$ cat src/indexed_shift_array_macros.svh
// ----------------------------------------------------------------------------
// indexed_shift_array_macros.svh
// Assertion macros shared by the indexed shift array RTL.
// ----------------------------------------------------------------------------
`ifndef INDEXED_SHIFT_ARRAY_MACROS_SVH
`define INDEXED_SHIFT_ARRAY_MACROS_SVH

// Same-cycle implication, sampled on clk, off while rst_n is low
`define ISA_ASSERT_IMPLY(lbl, ante, cons, msg) \
    lbl: assert property (@(posedge clk) disable iff (!rst_n) (ante) |-> (cons)) \
        else $error(msg);

// Next-cycle implication, sampled on clk, off while rst_n is low
`define ISA_ASSERT_NEXT(lbl, ante, cons, msg) \
    lbl: assert property (@(posedge clk) disable iff (!rst_n) (ante) |=> (cons)) \
        else $error(msg);

`endif

$ cat src/isa_pkg.sv
// ----------------------------------------------------------------------------
// isa_pkg
// Shared sizes, operation and status codes, and controller commands.
// ----------------------------------------------------------------------------
`timescale 1ns / 1ps
`default_nettype none

package isa_pkg;

    // Array geometry
    localparam int DEPTH = 16;
    localparam int WIDTH = 32;
    localparam int IDX_W = $clog2(DEPTH);
    localparam int POS_W = 5;
    localparam int CNT_W = 5;
    localparam int FN_W  = 3;
    localparam int ST_W  = 2;

    // Operation codes
    typedef enum logic [FN_W-1:0] {
        FN_READ  = 3'd0,
        FN_FRONT = 3'd1,
        FN_BACK  = 3'd2,
        FN_INS   = 3'd3,
        FN_ERASE = 3'd4,
        FN_PUSH  = 3'd5,
        FN_POP   = 3'd6,
        FN_NOP   = 3'd7
    } isa_func_t;

    // Result status codes
    typedef enum logic [ST_W-1:0] {
        ST_OK    = 2'd0,
        ST_FULL  = 2'd1,
        ST_RANGE = 2'd2,
        ST_EMPTY = 2'd3
    } isa_status_t;

    // Controller to datapath commands
    typedef struct packed {
        logic load;   // capture the accepted input item
        logic exec;   // perform the captured operation, fill result register
    } isa_cmd_t;

endpackage

`default_nettype wire

$ cat src/isa_if.sv
// ----------------------------------------------------------------------------
// isa_if
// Valid/ready channels for operation items and result items.
// ----------------------------------------------------------------------------
`timescale 1ns / 1ps
`default_nettype none

interface isa_in_if;
    logic                   valid;
    logic                   ready;
    logic [isa_pkg::FN_W-1:0]  func;
    logic [isa_pkg::POS_W-1:0] position;
    logic [isa_pkg::WIDTH-1:0] data_in;

    modport source (output valid, input ready, output func, output position, output data_in);
    modport sink   (input valid, output ready, input func, input position, input data_in);
endinterface

interface isa_out_if;
    logic                   valid;
    logic                   ready;
    logic [isa_pkg::WIDTH-1:0] data_out;
    logic [isa_pkg::CNT_W-1:0] count;
    logic                   is_empty;
    logic [isa_pkg::ST_W-1:0]  status;

    modport source (output valid, input ready, output data_out, output count,
                    output is_empty, output status);
    modport sink   (input valid, output ready, input data_out, input count,
                    input is_empty, input status);
endinterface

`default_nettype wire

$ cat src/isa_ctrl.sv
// ----------------------------------------------------------------------------
// isa_ctrl
// Sequencer: takes one item, runs it through the datapath, owns result valid.
// ----------------------------------------------------------------------------
`timescale 1ns / 1ps
`default_nettype none

`include "indexed_shift_array_macros.svh"

module isa_ctrl
    import isa_pkg::*;
(
    input  wire logic     clk,
    input  wire logic     rst_n,
    input  wire logic     in_valid,
    output logic          in_ready,
    output logic          out_valid,
    input  wire logic     out_ready,
    output isa_cmd_t      cmd
);

    typedef enum logic [1:0] {
        S_IDLE = 2'b01,
        S_EXEC = 2'b10
    } isa_state_t;

    isa_state_t state_reg, state_next;
    logic       out_valid_reg, out_valid_next;
    logic       slot_free;

    // Result slot can take a new result when empty or being drained
    assign slot_free = !out_valid_reg || out_ready;

    // Next state and commands
    always_comb
    begin
        state_next     = state_reg;
        out_valid_next = out_valid_reg && !out_ready;
        in_ready       = 1'b0;
        cmd            = '0;
        case (state_reg)
            S_IDLE:
            begin
                in_ready = 1'b1;
                if (in_valid)
                begin
                    cmd.load   = 1'b1;
                    state_next = S_EXEC;
                end
            end
            S_EXEC:
            begin
                if (slot_free)
                begin
                    cmd.exec       = 1'b1;
                    out_valid_next = 1'b1;
                    state_next     = S_IDLE;
                end
            end
            default:
            begin
                state_next = S_IDLE;
            end
        endcase
    end

    // Hold state and result valid
    always_ff @(posedge clk or negedge rst_n)
    begin
        if (!rst_n)
        begin
            state_reg     <= S_IDLE;
            out_valid_reg <= 1'b0;
        end
        else
        begin
            state_reg     <= state_next;
            out_valid_reg <= out_valid_next;
        end
    end

    assign out_valid = out_valid_reg;

    // Execute never overwrites a result that has not been transferred
    `ISA_ASSERT_IMPLY(a_exec_slot_free, cmd.exec, !out_valid_reg || out_ready, "exec over held result")
    // A capture is always followed by its execute step in the next state
    `ISA_ASSERT_NEXT(a_load_then_exec, cmd.load, state_reg == S_EXEC, "load not followed by exec")
    // An execute raises result valid
    `ISA_ASSERT_NEXT(a_exec_sets_valid, cmd.exec, out_valid_reg, "exec did not raise valid")

endmodule

`default_nettype wire

$ cat src/isa_datapath.sv
// ----------------------------------------------------------------------------
// isa_datapath
// Input capture, per-entry shift array, count register and result register.
// ----------------------------------------------------------------------------
`timescale 1ns / 1ps
`default_nettype none

`include "indexed_shift_array_macros.svh"

module isa_datapath
    import isa_pkg::*;
(
    input  wire logic             clk,
    input  wire logic             rst_n,
    input  isa_cmd_t              cmd,
    input  wire logic [FN_W-1:0]  in_func,
    input  wire logic [POS_W-1:0] in_pos,
    input  wire logic [WIDTH-1:0] in_data,
    output logic [WIDTH-1:0]      res_data,
    output logic [CNT_W-1:0]      res_count,
    output logic                  res_empty,
    output logic [ST_W-1:0]       res_status
);

    isa_func_t        func_reg;
    logic [POS_W-1:0] pos_reg;
    logic [WIDTH-1:0] word_reg;
    logic [CNT_W-1:0] count_reg, count_next;
    logic [WIDTH-1:0] entries_reg  [DEPTH];
    logic [WIDTH-1:0] entries_next [DEPTH];
    logic [WIDTH-1:0] res_data_reg, res_data_next;
    logic [CNT_W-1:0] res_count_reg;
    logic             res_empty_reg;
    isa_status_t      res_status_reg, st;

    logic             is_full, is_zero;
    logic [CNT_W-1:0] n_m1;
    logic [IDX_W-1:0] rd_idx;
    logic [WIDTH-1:0] rd_word;
    logic             do_ins, do_erase, do_push;

    // Capture the accepted item
    always_ff @(posedge clk)
    begin
        if (cmd.load)
        begin
            func_reg <= isa_func_t'(in_func);
            pos_reg  <= in_pos;
            word_reg <= in_data;
        end
    end

    assign is_full = (count_reg == CNT_W'(DEPTH));
    assign is_zero = (count_reg == '0);
    assign n_m1    = count_reg - CNT_W'(1);

    // Select the read address: front, back or the given index
    always_comb
    begin
        case (func_reg)
            FN_FRONT: rd_idx = '0;
            FN_BACK:  rd_idx = n_m1[IDX_W-1:0];
            default:  rd_idx = pos_reg[IDX_W-1:0];
        endcase
    end

    assign rd_word = entries_reg[rd_idx];

    // Decode the operation: status, read word, new count, array update
    always_comb
    begin
        st            = ST_OK;
        res_data_next = '0;
        count_next    = count_reg;
        do_ins        = 1'b0;
        do_erase      = 1'b0;
        do_push       = 1'b0;
        case (func_reg)
            FN_READ:
            begin
                if (pos_reg >= count_reg) st = ST_RANGE;
                else                      res_data_next = rd_word;
            end
            FN_FRONT, FN_BACK:
            begin
                if (is_zero) st = ST_EMPTY;
                else         res_data_next = rd_word;
            end
            FN_INS:
            begin
                if (is_full)                 st = ST_FULL;
                else if (pos_reg > count_reg) st = ST_RANGE;
                else
                begin
                    do_ins     = 1'b1;
                    count_next = count_reg + CNT_W'(1);
                end
            end
            FN_ERASE:
            begin
                if (pos_reg >= count_reg) st = ST_RANGE;
                else
                begin
                    do_erase   = 1'b1;
                    count_next = n_m1;
                end
            end
            FN_PUSH:
            begin
                if (is_full) st = ST_FULL;
                else
                begin
                    do_push    = 1'b1;
                    count_next = count_reg + CNT_W'(1);
                end
            end
            FN_POP:
            begin
                if (is_zero) st = ST_EMPTY;
                else         count_next = n_m1;
            end
            default:
            begin
                st = ST_OK;
            end
        endcase
    end

    // Per-entry next value: each entry looks only at its neighbors
    for (genvar i = 0; i < DEPTH; i++)
    begin : g_entry
        logic [CNT_W-1:0] slot;
        logic [WIDTH-1:0] lower, upper;

        assign slot = CNT_W'(i);

        if (i > 0)
        begin : g_lower
            assign lower = entries_reg[i-1];
        end
        else
        begin : g_lower0
            assign lower = entries_reg[i];
        end

        if (i < DEPTH - 1)
        begin : g_upper
            assign upper = entries_reg[i+1];
        end
        else
        begin : g_upper_last
            assign upper = entries_reg[i];
        end

        always_comb
        begin
            entries_next[i] = entries_reg[i];
            if (do_ins && slot == pos_reg)
                entries_next[i] = word_reg;
            else if (do_ins && slot > pos_reg && slot <= count_reg)
                entries_next[i] = lower;
            else if (do_erase && slot >= pos_reg && (slot + CNT_W'(1)) < count_reg)
                entries_next[i] = upper;
            else if (do_push && slot == count_reg)
                entries_next[i] = word_reg;
        end

        // Advance the entry on execute
        always_ff @(posedge clk)
        begin
            if (cmd.exec)
                entries_reg[i] <= entries_next[i];
        end
    end

    // Count register
    always_ff @(posedge clk or negedge rst_n)
    begin
        if (!rst_n)
            count_reg <= '0;
        else if (cmd.exec)
            count_reg <= count_next;
    end

    // Result register, held until the next execute
    always_ff @(posedge clk)
    begin
        if (cmd.exec)
        begin
            res_data_reg   <= res_data_next;
            res_count_reg  <= count_next;
            res_empty_reg  <= (count_next == '0);
            res_status_reg <= st;
        end
    end

    assign res_data   = res_data_reg;
    assign res_count  = res_count_reg;
    assign res_empty  = res_empty_reg;
    assign res_status = res_status_reg;

    // Count never exceeds the capacity
    `ISA_ASSERT_IMPLY(a_count_bound, 1'b1, count_reg <= CNT_W'(DEPTH), "count above capacity")
    // A failed operation leaves the count alone
    `ISA_ASSERT_NEXT(a_fail_keeps_count, cmd.exec && st != ST_OK, $stable(count_reg), "failed op moved count")
    // Count only moves on execute
    `ISA_ASSERT_NEXT(a_idle_keeps_count, !cmd.exec, $stable(count_reg), "count moved without exec")
    // A successful push grows the count by one
    `ISA_ASSERT_NEXT(a_push_grows, cmd.exec && func_reg == FN_PUSH && st == ST_OK, count_reg == $past(count_reg) + CNT_W'(1), "push did not grow count")

endmodule

`default_nettype wire

$ cat src/indexed_shift_array.sv
// Each item is captured in the idle state; its per-entry shift update and
// result register write run in the execute state, which waits while an
// earlier result is still held. No new item is taken until that step is done.
// A result waiting at the output does not block the next item's capture.
// Reset: rst_n clears the count, the result valid flag and the sequencer
// state; entries stay undefined until written, with no clearing pass.
// ----------------------------------------------------------------------------
// indexed_shift_array
// Ordered word array with indexed read, insert, erase, push and pop.
// ----------------------------------------------------------------------------
`timescale 1ns / 1ps
`default_nettype none

module indexed_shift_array
    import isa_pkg::*;
(
    input  wire logic clk,
    input  wire logic rst_n,
    isa_in_if.sink    in_ch,
    isa_out_if.source out_ch
);

    isa_cmd_t cmd;

    // Sequencer
    isa_ctrl u_ctrl (
        .clk       (clk),
        .rst_n     (rst_n),
        .in_valid  (in_ch.valid),
        .in_ready  (in_ch.ready),
        .out_valid (out_ch.valid),
        .out_ready (out_ch.ready),
        .cmd       (cmd)
    );

    // Array, count and result storage
    isa_datapath u_datapath (
        .clk        (clk),
        .rst_n      (rst_n),
        .cmd        (cmd),
        .in_func    (in_ch.func),
        .in_pos     (in_ch.position),
        .in_data    (in_ch.data_in),
        .res_data   (out_ch.data_out),
        .res_count  (out_ch.count),
        .res_empty  (out_ch.is_empty),
        .res_status (out_ch.status)
    );

endmodule

`default_nettype wire

$ cat src/flat_wrapper.sv
// flat-port wrapper written by rule: the top's interface ports become plain ports
module indexed_shift_array_flat import isa_pkg::*;
  (clk, rst_n, in_ch_valid, in_ch_ready, in_ch_func, in_ch_position, in_ch_data_in, out_ch_valid, out_ch_ready, out_ch_data_out, out_ch_count, out_ch_is_empty, out_ch_status);
  isa_in_if in_ch_i ();
  isa_out_if out_ch_i ();
  input  wire logic clk;
  input  wire logic rst_n;
  input wire logic [$bits(in_ch_i.valid)-1:0] in_ch_valid;
  output wire logic [$bits(in_ch_i.ready)-1:0] in_ch_ready;
  input wire logic [$bits(in_ch_i.func)-1:0] in_ch_func;
  input wire logic [$bits(in_ch_i.position)-1:0] in_ch_position;
  input wire logic [$bits(in_ch_i.data_in)-1:0] in_ch_data_in;
  output wire logic [$bits(out_ch_i.valid)-1:0] out_ch_valid;
  input wire logic [$bits(out_ch_i.ready)-1:0] out_ch_ready;
  output wire logic [$bits(out_ch_i.data_out)-1:0] out_ch_data_out;
  output wire logic [$bits(out_ch_i.count)-1:0] out_ch_count;
  output wire logic [$bits(out_ch_i.is_empty)-1:0] out_ch_is_empty;
  output wire logic [$bits(out_ch_i.status)-1:0] out_ch_status;
  assign in_ch_i.valid = in_ch_valid;
  assign in_ch_ready = in_ch_i.ready;
  assign in_ch_i.func = in_ch_func;
  assign in_ch_i.position = in_ch_position;
  assign in_ch_i.data_in = in_ch_data_in;
  assign out_ch_valid = out_ch_i.valid;
  assign out_ch_i.ready = out_ch_ready;
  assign out_ch_data_out = out_ch_i.data_out;
  assign out_ch_count = out_ch_i.count;
  assign out_ch_is_empty = out_ch_i.is_empty;
  assign out_ch_status = out_ch_i.status;
  indexed_shift_array u_core (.clk(clk), .rst_n(rst_n), .in_ch(in_ch_i), .out_ch(out_ch_i));
endmodule
$ cat config.mk
export PLATFORM = sky130hd
export DESIGN_NAME = indexed_shift_array_flat
export DESIGN_NICKNAME = d
export VERILOG_FILES = /design/src/isa_pkg.sv /design/src/isa_if.sv /design/src/isa_ctrl.sv /design/src/isa_datapath.sv /design/src/indexed_shift_array.sv /design/src/flat_wrapper.sv
export VERILOG_INCLUDE_DIRS = /design/src /design/src/src
export SDC_FILE = /design/constraint.sdc
export NUM_CORES = 1
export LEC_CHECK = 0
export ABC_AREA = 1
export BUFFER_PORTS_ARGS = -buffer_cell sky130_fd_sc_hd__buf_2
export CAP_MARGIN = 40
export CORE_AREA = 4 4 276 278
export DETAILED_ROUTE_END_ITERATION = 10
export DIE_AREA = 0 0 280 282
export SYNTH_ARGS = -nofsm -noshare
export SYNTH_HDL_FRONTEND = slang
export SYNTH_HIERARCHICAL = 1
export SYNTH_SLANG_ARGS = --single-unit
$ cat constraint.sdc
create_clock -name clk -period 11.4 [get_ports clk]
set_input_delay 0.57 -clock clk [delete_from_list [all_inputs] [get_ports clk]]
set_output_delay 0.57 -clock clk [all_outputs]
set_load 0.01 [all_outputs]
# Word level (Yosys, flattened, before mapping)

Memory sizes are Yosys's and may differ from the RTL's.
Index checks and enable logic that the tools add are counted.

Add/sub/neg operators: 2
Magnitude comparators: 66
Equality and inequality tests: 41
Mux-type cells: 99
Reduce and logical (&&, ||, !) cells: 108

Operators with widths:

| operator           | number |
|---|---|
| $mux 32            | 66 |
| $logic_and 1x1->1  | 97 |
| $eq 4x5->1 const A | 16 |
| $pmux 32 s2        | 1 |
| $eq 3x5->1 const A | 8 |
| $ge 4x5->1 const A | 8 |
| $gt 4x5->1 const A | 8 |
| $le 4x5->1 const A | 8 |
| $lt 4x5->1 const A | 8 |
| $mux 5             | 5 |
| $eq 2x5->1 const A | 4 |
| $ge 3x5->1 const A | 4 |
| $gt 3x5->1 const A | 4 |
| $le 3x5->1 const A | 4 |
| $lt 3x5->1 const A | 4 |
| $pmux 5 s4         | 1 |
| $mux 1             | 17 |
| $logic_not 5->1    | 3 |
| $mux 2             | 6 |
| $eq 1x5->1 const A | 2 |
| $ge 1x5->1 const A | 2 |
| $ge 2x5->1 const A | 2 |
| $gt 1x5->1 const A | 2 |
| $gt 2x5->1 const A | 2 |
| 25 further kinds   | 34 |

Register bits after elaboration: 88
Memory bits (writable): 512
Logic and storage cells: 327
Memories: 1

Memory list:

| memory                        | words | bits a word | read ports | clocked after memory_dff | wr ports | line               | text |
|---|---|---|---|---|---|---|---|
| u_core.u_datapath.entries_reg | 16    | 32          | 17         | 0                        | 16       | isa_datapath.sv:29 | `logic [WIDTH-1:0] entries_reg [DEPTH];` |

# Logic depth before layout (Yosys ltp)

Gate-level depths: netlist of the first run.

Depth after elaboration: 8
Mapped depth: 18

# Hierarchy

The synthesis of the first run kept the hierarchy.

By module, submodules not included:

| module       | times used | cells an instance | area each (sq um) | sequential area each (sq um) |
|---|---|---|---|---|
| isa_datapath | 1          | 4388              | 34983.6           | 17902.2 |
| isa_ctrl     | 1          | 21                | 146.4             | 76.3 |

# Least setup slack after synthesis of the first run

OpenSTA, ideal clock, no wires.

Path type: input -> register
From: in out_ch_ready
To: mem u_core.u_datapath.entries_reg[9][0] (enable)
Library setup time: 0.440 ns
Data arrival time: 4.743 ns
Required time: 10.960 ns
Path slack: 6.217 ns
Stages: 7
Path buffers: 1
Cells stage by stage: inv_1 nand2_1 inv_1 nor2_1 inv_1 clkbuf_1 a41oi_1

RTL lines:

| element         | line               | text |
|---|---|---|
| start, declared | flat_wrapper.sv:14 | `input wire logic [$bits(out_ch_i.ready)-1:0] out_ch_ready;` |
| end, declared   | isa_datapath.sv:29 |  |

==> reports/qor.yml, run 1 <==
synthFlopType: "edfxtp_1"
synthTopCellsByCount: "nand2_1, o21ai_0, edfxtp_1, nand3_1, inv_1"
grt_max_degree: 136
final_nets: 4344
postSynthAreaPerCell_um2: 7.97
cp-end-kind: "flip-flop"
clk-insertion-delay-late_ns: 0.62
route.antenna.remaining_nets: 0
rsz0062_at_grt: "no"
design.portCount: 86
r2r-end: "u_core/u_datapath/entries_reg[5][1]$_DFFE_PP_"
clkSinkCount: 600
htree_num_levels: 3
tritoncts: "done"
fill_cells: 7052
power_frac_comb_pct: 21.0
initial_utilization_pct: 47.5
fin_skew_ns: 0.0156
power.switching_mw: 1.93
cts.path.max_buffers: 3
r2r_start: "u_core/u_datapath/count_reg[4]$_DFFE_PN0P_"
remaining_drc_errors: 0
grt_usage_pct: 30.9
ir_drop_v: 0.000117
critical_path_class: "reg -> reg"
start_kind: "flip-flop"
final_core_util_pct: 51.9
drtIter0Drc: 4031
grt_pass1_wl_um: 184000
post-route-period-util_pct: 42.5
tightest_slew_ns: 0.958
yosys.area.top_type_share_pct: 50.6
synth-edff-count: 592
path_delay_family: "buffers and inverters"
grt_antenna_before_repair: 0
p_leak_nw: 14.6
critical_path.max_stage_delay_ns: 0.70
drive_above_1_share_pct: 7.92
routed-via-count: 31587
critPathMaxFanout: 65
synth_most_common_cell: "nand2_1"
setup_slack_ns: 6.56
clkPwrFrac_pct: 37.1
maxSlewHeadroom_pct: 36.1
max_freq_mhz: 207
synth_async_sr_flop_share_pct: 1.33
grt.overflow.total: 0
synth_area_um2: 35100
port-buffer-count: 85
syn_nets: 4463
cp_num_buf_inv: 5
arrival_ns: 5.15
seqPwrFrac_pct: 41.9
cts_resized: 0
detail_route.first_pass.iterations: 5
path_clk_slew_ns: 0.06
dpl_worst_slack_ns: 6.64
crit_path_frequent_cell: "inv_2"
setup_viol: 0
synthToLayoutAreaGrowth_pct: 9.25
p_int_mw: 4.20
clock-root-buffer: "clkbuf_16"
grt_pass1_vias: 29133
crit_end: "u_core/u_datapath/entries_reg[5][1]$_DFFE_PP_"
synth.distinct_cells: 44
rrSetupSlack_ns: 6.56
drv_slew: 0
dp_hpwl_um: 72600
die-area_um2: 79000
wl_per_cell_um: 23.5
vias_per_cell: 5.95
period_needed_ns: 4.84
rows: 100
yosysTopAreaCell: "edfxtp_1"
synth_cells: 4409
gpl.final_weighted_congestion: 0.918
die_h_um: 282
finalHoldViolations: 0
max-cap-violations: 0
switching_share_pct: 31.5
p_per_area_nw_per_um2: 160
largest_reg_flops: 512
synth_seq_area_share_pct: 51.2
hp-class: "in -> reg"
reg2regPathDepth: 13
tns_ns: 0
core_um2: 73900
numCtsBuffers: 72
startpoint: "u_core/u_datapath/count_reg[4]$_DFFE_PN0P_"
die_w_um: 280
worstPathRequired_ns: 11.71
status: "complete, no violations"
crit_cells: 13
drt-total-wl_um: 125000
synth_area_leaders: "edfxtp_1, nand2_1, o21ai_0"
ys_ff_latch: 600
yosysWarnings: 6
path_cells: "inv_1 > ha_1 > nand2_2 > inv_2 > a21oi_2 > nand3_2 > nor2_2 > nand2_1 > o21ai_4 > buf_4 > o21ai_0 > inv_2 > buf_12"
cpMaxStageDelayCell: "buf_4"
==> worst reg2reg max path, delay by kind of cell (launching register included) <==
kind | cells | cell delay [ns]
fa+ha+maj | 1 | 0.39
compound gates | 3 | 0.56
simple gates | 4 | 1.18
buf+inv | 5 | 1.78
flops | 1 | 0.60
==> worst min-delay path by stage <==
stage                                                to         startpoint  slack [ns]  depth (start not counted)
5_1_grt         u_core/u_datapath/word_reg[3]$_DFFE_PP_   in_ch_data_in[3]        0.12                          1
4_1_cts        u_core/u_datapath/word_reg[14]$_DFFE_PP_  in_ch_data_in[14]        0.11                          1
6_report       u_core/u_datapath/word_reg[14]$_DFFE_PP_  in_ch_data_in[14]        0.12                          1
3_3_place_gp     u_core/u_ctrl/state_reg[1]$_DFFE_PN0P_              rst_n        0.46                          1
2_1_floorplan         u_core/u_ctrl/out_valid$_DFF_PN0_              rst_n        0.27                          0
3_5_place_dp     u_core/u_ctrl/state_reg[1]$_DFFE_PN0P_              rst_n        0.46                          1
==> layout make-up <==
cell class                 count  area (µm²)  share of cell area (%)
clock buffer                  95        1930                    5.03
inverter                     278        1050                    2.74
clock inverter                32         318                   0.828
antenna                        1        2.50                 0.00652
timing repair buffer         157        1140                    2.98
multi-input combinational   3181       14700                    38.4
sequential                   600       18000                    46.8
tap                          969        1210                    3.16
==> routing by layer <==
metal	routed length, µm	part of all wire (%)	up-vias	global-route usage, %
met2	55900	45	1832	49.1
met3	12400	9.9	280	4.14
met1	51500	41	14748	43.5
met4	4940	4.0	0	12.1
li1	-	-	14727	-
met5	0	0	-	0
==> metrics by stage <==
stage                     area [µm²]  hold slack, ns  std cells  total power, mW
after global routing           38400           0.119       5312             6.38
after CTS                      38400           0.106       5312             6.13
after detailed placement       36100           0.463       5184             3.87
final                          38400           0.124       5313             6.12
after floorplan                35100           0.274       4409             3.45
after global placement         35900           0.459       5174             3.85
==> cells in the final DEF (no fill, tap or decap), drive strengths merged <==
cell	instances
nand4	11
ha	10
a41oi	4
o211ai	75
nand3	351
edfxtp	592
o21ai	877
nor3	11
dlygate4sd3	1
buf	156
o31ai	2
dfstp	1
a211oi	1
inv	278
o22ai	2
nand2	1405
clkinvlp	2
a31oi	5
o32ai	2
a21oi	180
clkbuf	95
nand3b	2
xnor2	1
diode	1
clkinv	24
nor2	239
bufinv	6
xor2	1
o221ai	1
o311ai	1
dfrtp	7
==> logic make-up after synthesis <==
group                      synth area share [%]
adders and majority gates                 0.356
AOI/OAI and AO/OA                          17.2
DFF                                        51.2
and+or+nand+nor                            23.4
xor gates and xnor gates                 0.0499
buffers and inverters                      7.88
==> what timing repair did <==
| action | 4_1_cts | 5_1_grt |
|---|---|---|
| setup buffers | 0 | 0 |
| hold buffers | 1 | 0 |
| hold endpoints to repair | 7 | 0 |
==> power by group through the flow <==
stage          Clock [mW]  Sequential, mW  Combinational, mW
2_1_floorplan           0            2.58              0.876
3_5_place_dp            0            2.61               1.26
6_report             2.27            2.57               1.29
4_1_cts              2.30            2.56               1.27
3_3_place_gp            0            2.61               1.24
5_1_grt              2.39            2.57               1.42
(Power assumes the default switching activity.)
==> run 2, diff against run 1 <==
clock period = 4.8 ns   (was 11.4 ns; I/O delays follow)
==> run 2 against run 1 <==
Global-route usage hardly changed. Cell area is 2.2% higher. Combinational power is 140% higher. Clock-buffer cell count is 14 lower. Critical endpoint is now u_core/u_datapath/entries_reg[1][7]$_DFFE_PP_. Sequential share of layout area is 1.0 points lower. Clock skew is 0.0080 ns higher. Via count is 1.5% higher. Hold slack worse by 0.087 ns. Largest cell class unchanged. Fmax is 25% higher. Register-to-register slack worse by 5.6 ns. Cell count is 1.4% higher.
==> reports/qor.yml, run 2 (same netlist as run 1, synthesis figures left out) <==
holdWs_ns: 0.0369  # was 0.124 ns
clock-root-buffer: "clkbuf_16"  # unchanged
rows: 100  # unchanged
grt_usage_pct: 30.9  # about the same
cts_hold_buffers: 43  # was 1
clk-insertion-delay-late_ns: 0.63  # was 0.62 ns
wl_per_cell_um: 23.0  # was 23.5 µm
finalInstanceArea_um2: 39200  # was 38400 µm²
final_nets: 4414  # was 4344
worstPathRequired_ns: 5.14  # was 11.71 ns
tns_ns: 0  # unchanged
cts.path.max_buffers: 3  # unchanged
critical_path_class: "reg -> reg"  # unchanged
cts_resized: 0  # unchanged
die_w_um: 280  # unchanged
rsz0062_at_grt: "no"  # unchanged
drv_slew: 0  # unchanged
start_kind: "flip-flop"  # unchanged
maxSlewHeadroom_pct: 38.9  # was 36.1%
gpl.final_weighted_congestion: 0.932  # was 0.918
path_clk_slew_ns: 0.06  # about the same
fin_skew_ns: 0.0236  # was 0.0156 ns
die_h_um: 282  # unchanged
post_dp_cell_area_um2: 36400  # was 36100 µm²
arrival_ns: 4.20  # was 5.15 ns
dp_hpwl_um: 75400  # was 72600 µm
final_cell_mix: "nand2_1, o21ai_0, edfxtp_1"  # unchanged
route.antenna.remaining_nets: 0  # unchanged
seqCellArea_um2: 18000  # unchanged
layout_commonest_cell: "nand2_1"  # unchanged
htree_num_levels: 3  # unchanged
tightest_slew_ns: 0.916  # was 0.958 ns
largest_reg_flops: 512  # unchanged
numCtsBuffers: 73  # was 72
remaining_drc_errors: 0  # unchanged
grt_pass1_vias: 29785  # was 29133
grt_pass1_wl_um: 186000  # was 184000 µm
hp-class: "in -> async"  # was in -> reg
post-route-period-util_pct: 80.4  # was 42.5%
p_leak_nw: 15.0  # was 14.6 nW
ir_drop_v: 0.000316  # was 0.000117 V
port-buffer-count: 85  # unchanged
synthToLayoutAreaGrowth_pct: 11.6  # was 9.25%
routed-via-count: 32074  # was 31587
setup_viol: 0  # unchanged
grt.overflow.total: 0  # unchanged
design.portCount: 86  # unchanged
drive_above_1_share_pct: 8.85  # was 7.92%
clkSinkCount: 600  # unchanged
period_needed_ns: 3.86  # was 4.84 ns
status: "complete, no violations"  # unchanged
detail_route.first_pass.iterations: 7  # was 5
finalPower_mw: 14.9  # was 6.12 mW
grt_antenna_before_repair: 0  # unchanged
max-cap-violations: 0  # unchanged
vias_per_cell: 5.95  # about the same
cp-end-kind: "flip-flop"  # unchanged
tritoncts: "done"  # unchanged
finalHoldViolations: 0  # unchanged
grt_max_degree: 131  # was 136
p_per_area_nw_per_um2: 381  # was 160 nW/µm²
core_um2: 73900  # unchanged
critPathMaxFanout: 64  # was 65
initial_utilization_pct: 47.5  # unchanged
post_cts_buffers: 0  # unchanged
drtIter0Drc: 3865  # was 4031
die-area_um2: 79000  # unchanged
max_freq_mhz: 259  # was 207 MHz
fill_cells: 7131  # was 7052
multi_input_area_um2: 14700  # unchanged
antenna_cells: 0  # was 1
drt-total-wl_um: 124000  # was 125000 µm
[run 2: per-layer routing]
metal  routed length (µm)  global-route usage (%)  vias to the layer above
met3                13400                    5.46                      251
met4                 4410                    9.97                        0
li1                     -                       -                    14872
met1                51300                    43.9                    15127
met2                54800                    48.6                     1824
met5                    0                       0                        -
[run 2: final cells by class]
type	instances	area share, %
sequential	600	45.8
multi-input combinational	3181	37.6
inverter	278	2.68
tap	969	3.09
timing repair buffer	226	4.61
clock inverter	54	1.41
clock buffer	81	4.79
[run 2: through the flow]
step	util, %	setup WS, ns	instances
floorplan	-	0.557	4409
global placement	49.0	1.09	5207
detailed placement	49.2	0.965	5211
CTS	53.0	1.00	5389
global route	53.0	0.615	5389
finish	53.0	0.940	5389
[run 2: critical path, cell delays in order (launching register included)]
cell	delay, ns
dfrtp_1	0.63
inv_1	0.12
ha_1	0.32
nand2_2	0.13
inv_2	0.05
nand2_1	0.09
nand3_2	0.14
nand2_2	0.19
nand2_2	0.26
inv_2	0.34
nand3_1	0.25
a21oi_4	0.18
buf_4	0.64
o21ai_0	0.23
[run 2: where the power goes]
group	internal (mW)	switching (mW)
logic	0.913	2.24
registers	5.94	0.131
clock network	3.38	2.35
[run 2: path summary, 6_finish.rpt]
kind | slack [ns] | depth (start not counted) | to | from
hold reg to reg | 0.54 | 2 | u_core/u_ctrl/out_valid$_DFF_PN0_ | u_core/u_ctrl/out_valid$_DFF_PN0_
setup / recovery | 0.94 | 13 | u_core/u_datapath/entries_reg[1][7]$_DFFE_PP_ | u_core/u_datapath/count_reg[4]$_DFFE_PN0P_
setup reg to reg | 0.94 | 13 | u_core/u_datapath/entries_reg[1][7]$_DFFE_PP_ | u_core/u_datapath/count_reg[4]$_DFFE_PN0P_
hold / removal | 0.04 | 2 | u_core/u_ctrl/out_valid$_DFF_PN0_ | rst_n
min in group clk | 0.33 | 2 | u_core/u_datapath/word_reg[25]$_DFFE_PP_ | in_ch_data_in[25]
max in group asynchronous | 4.50 | 2 | u_core/u_ctrl/state_reg[0]$_DFFE_PN1P_ | rst_n
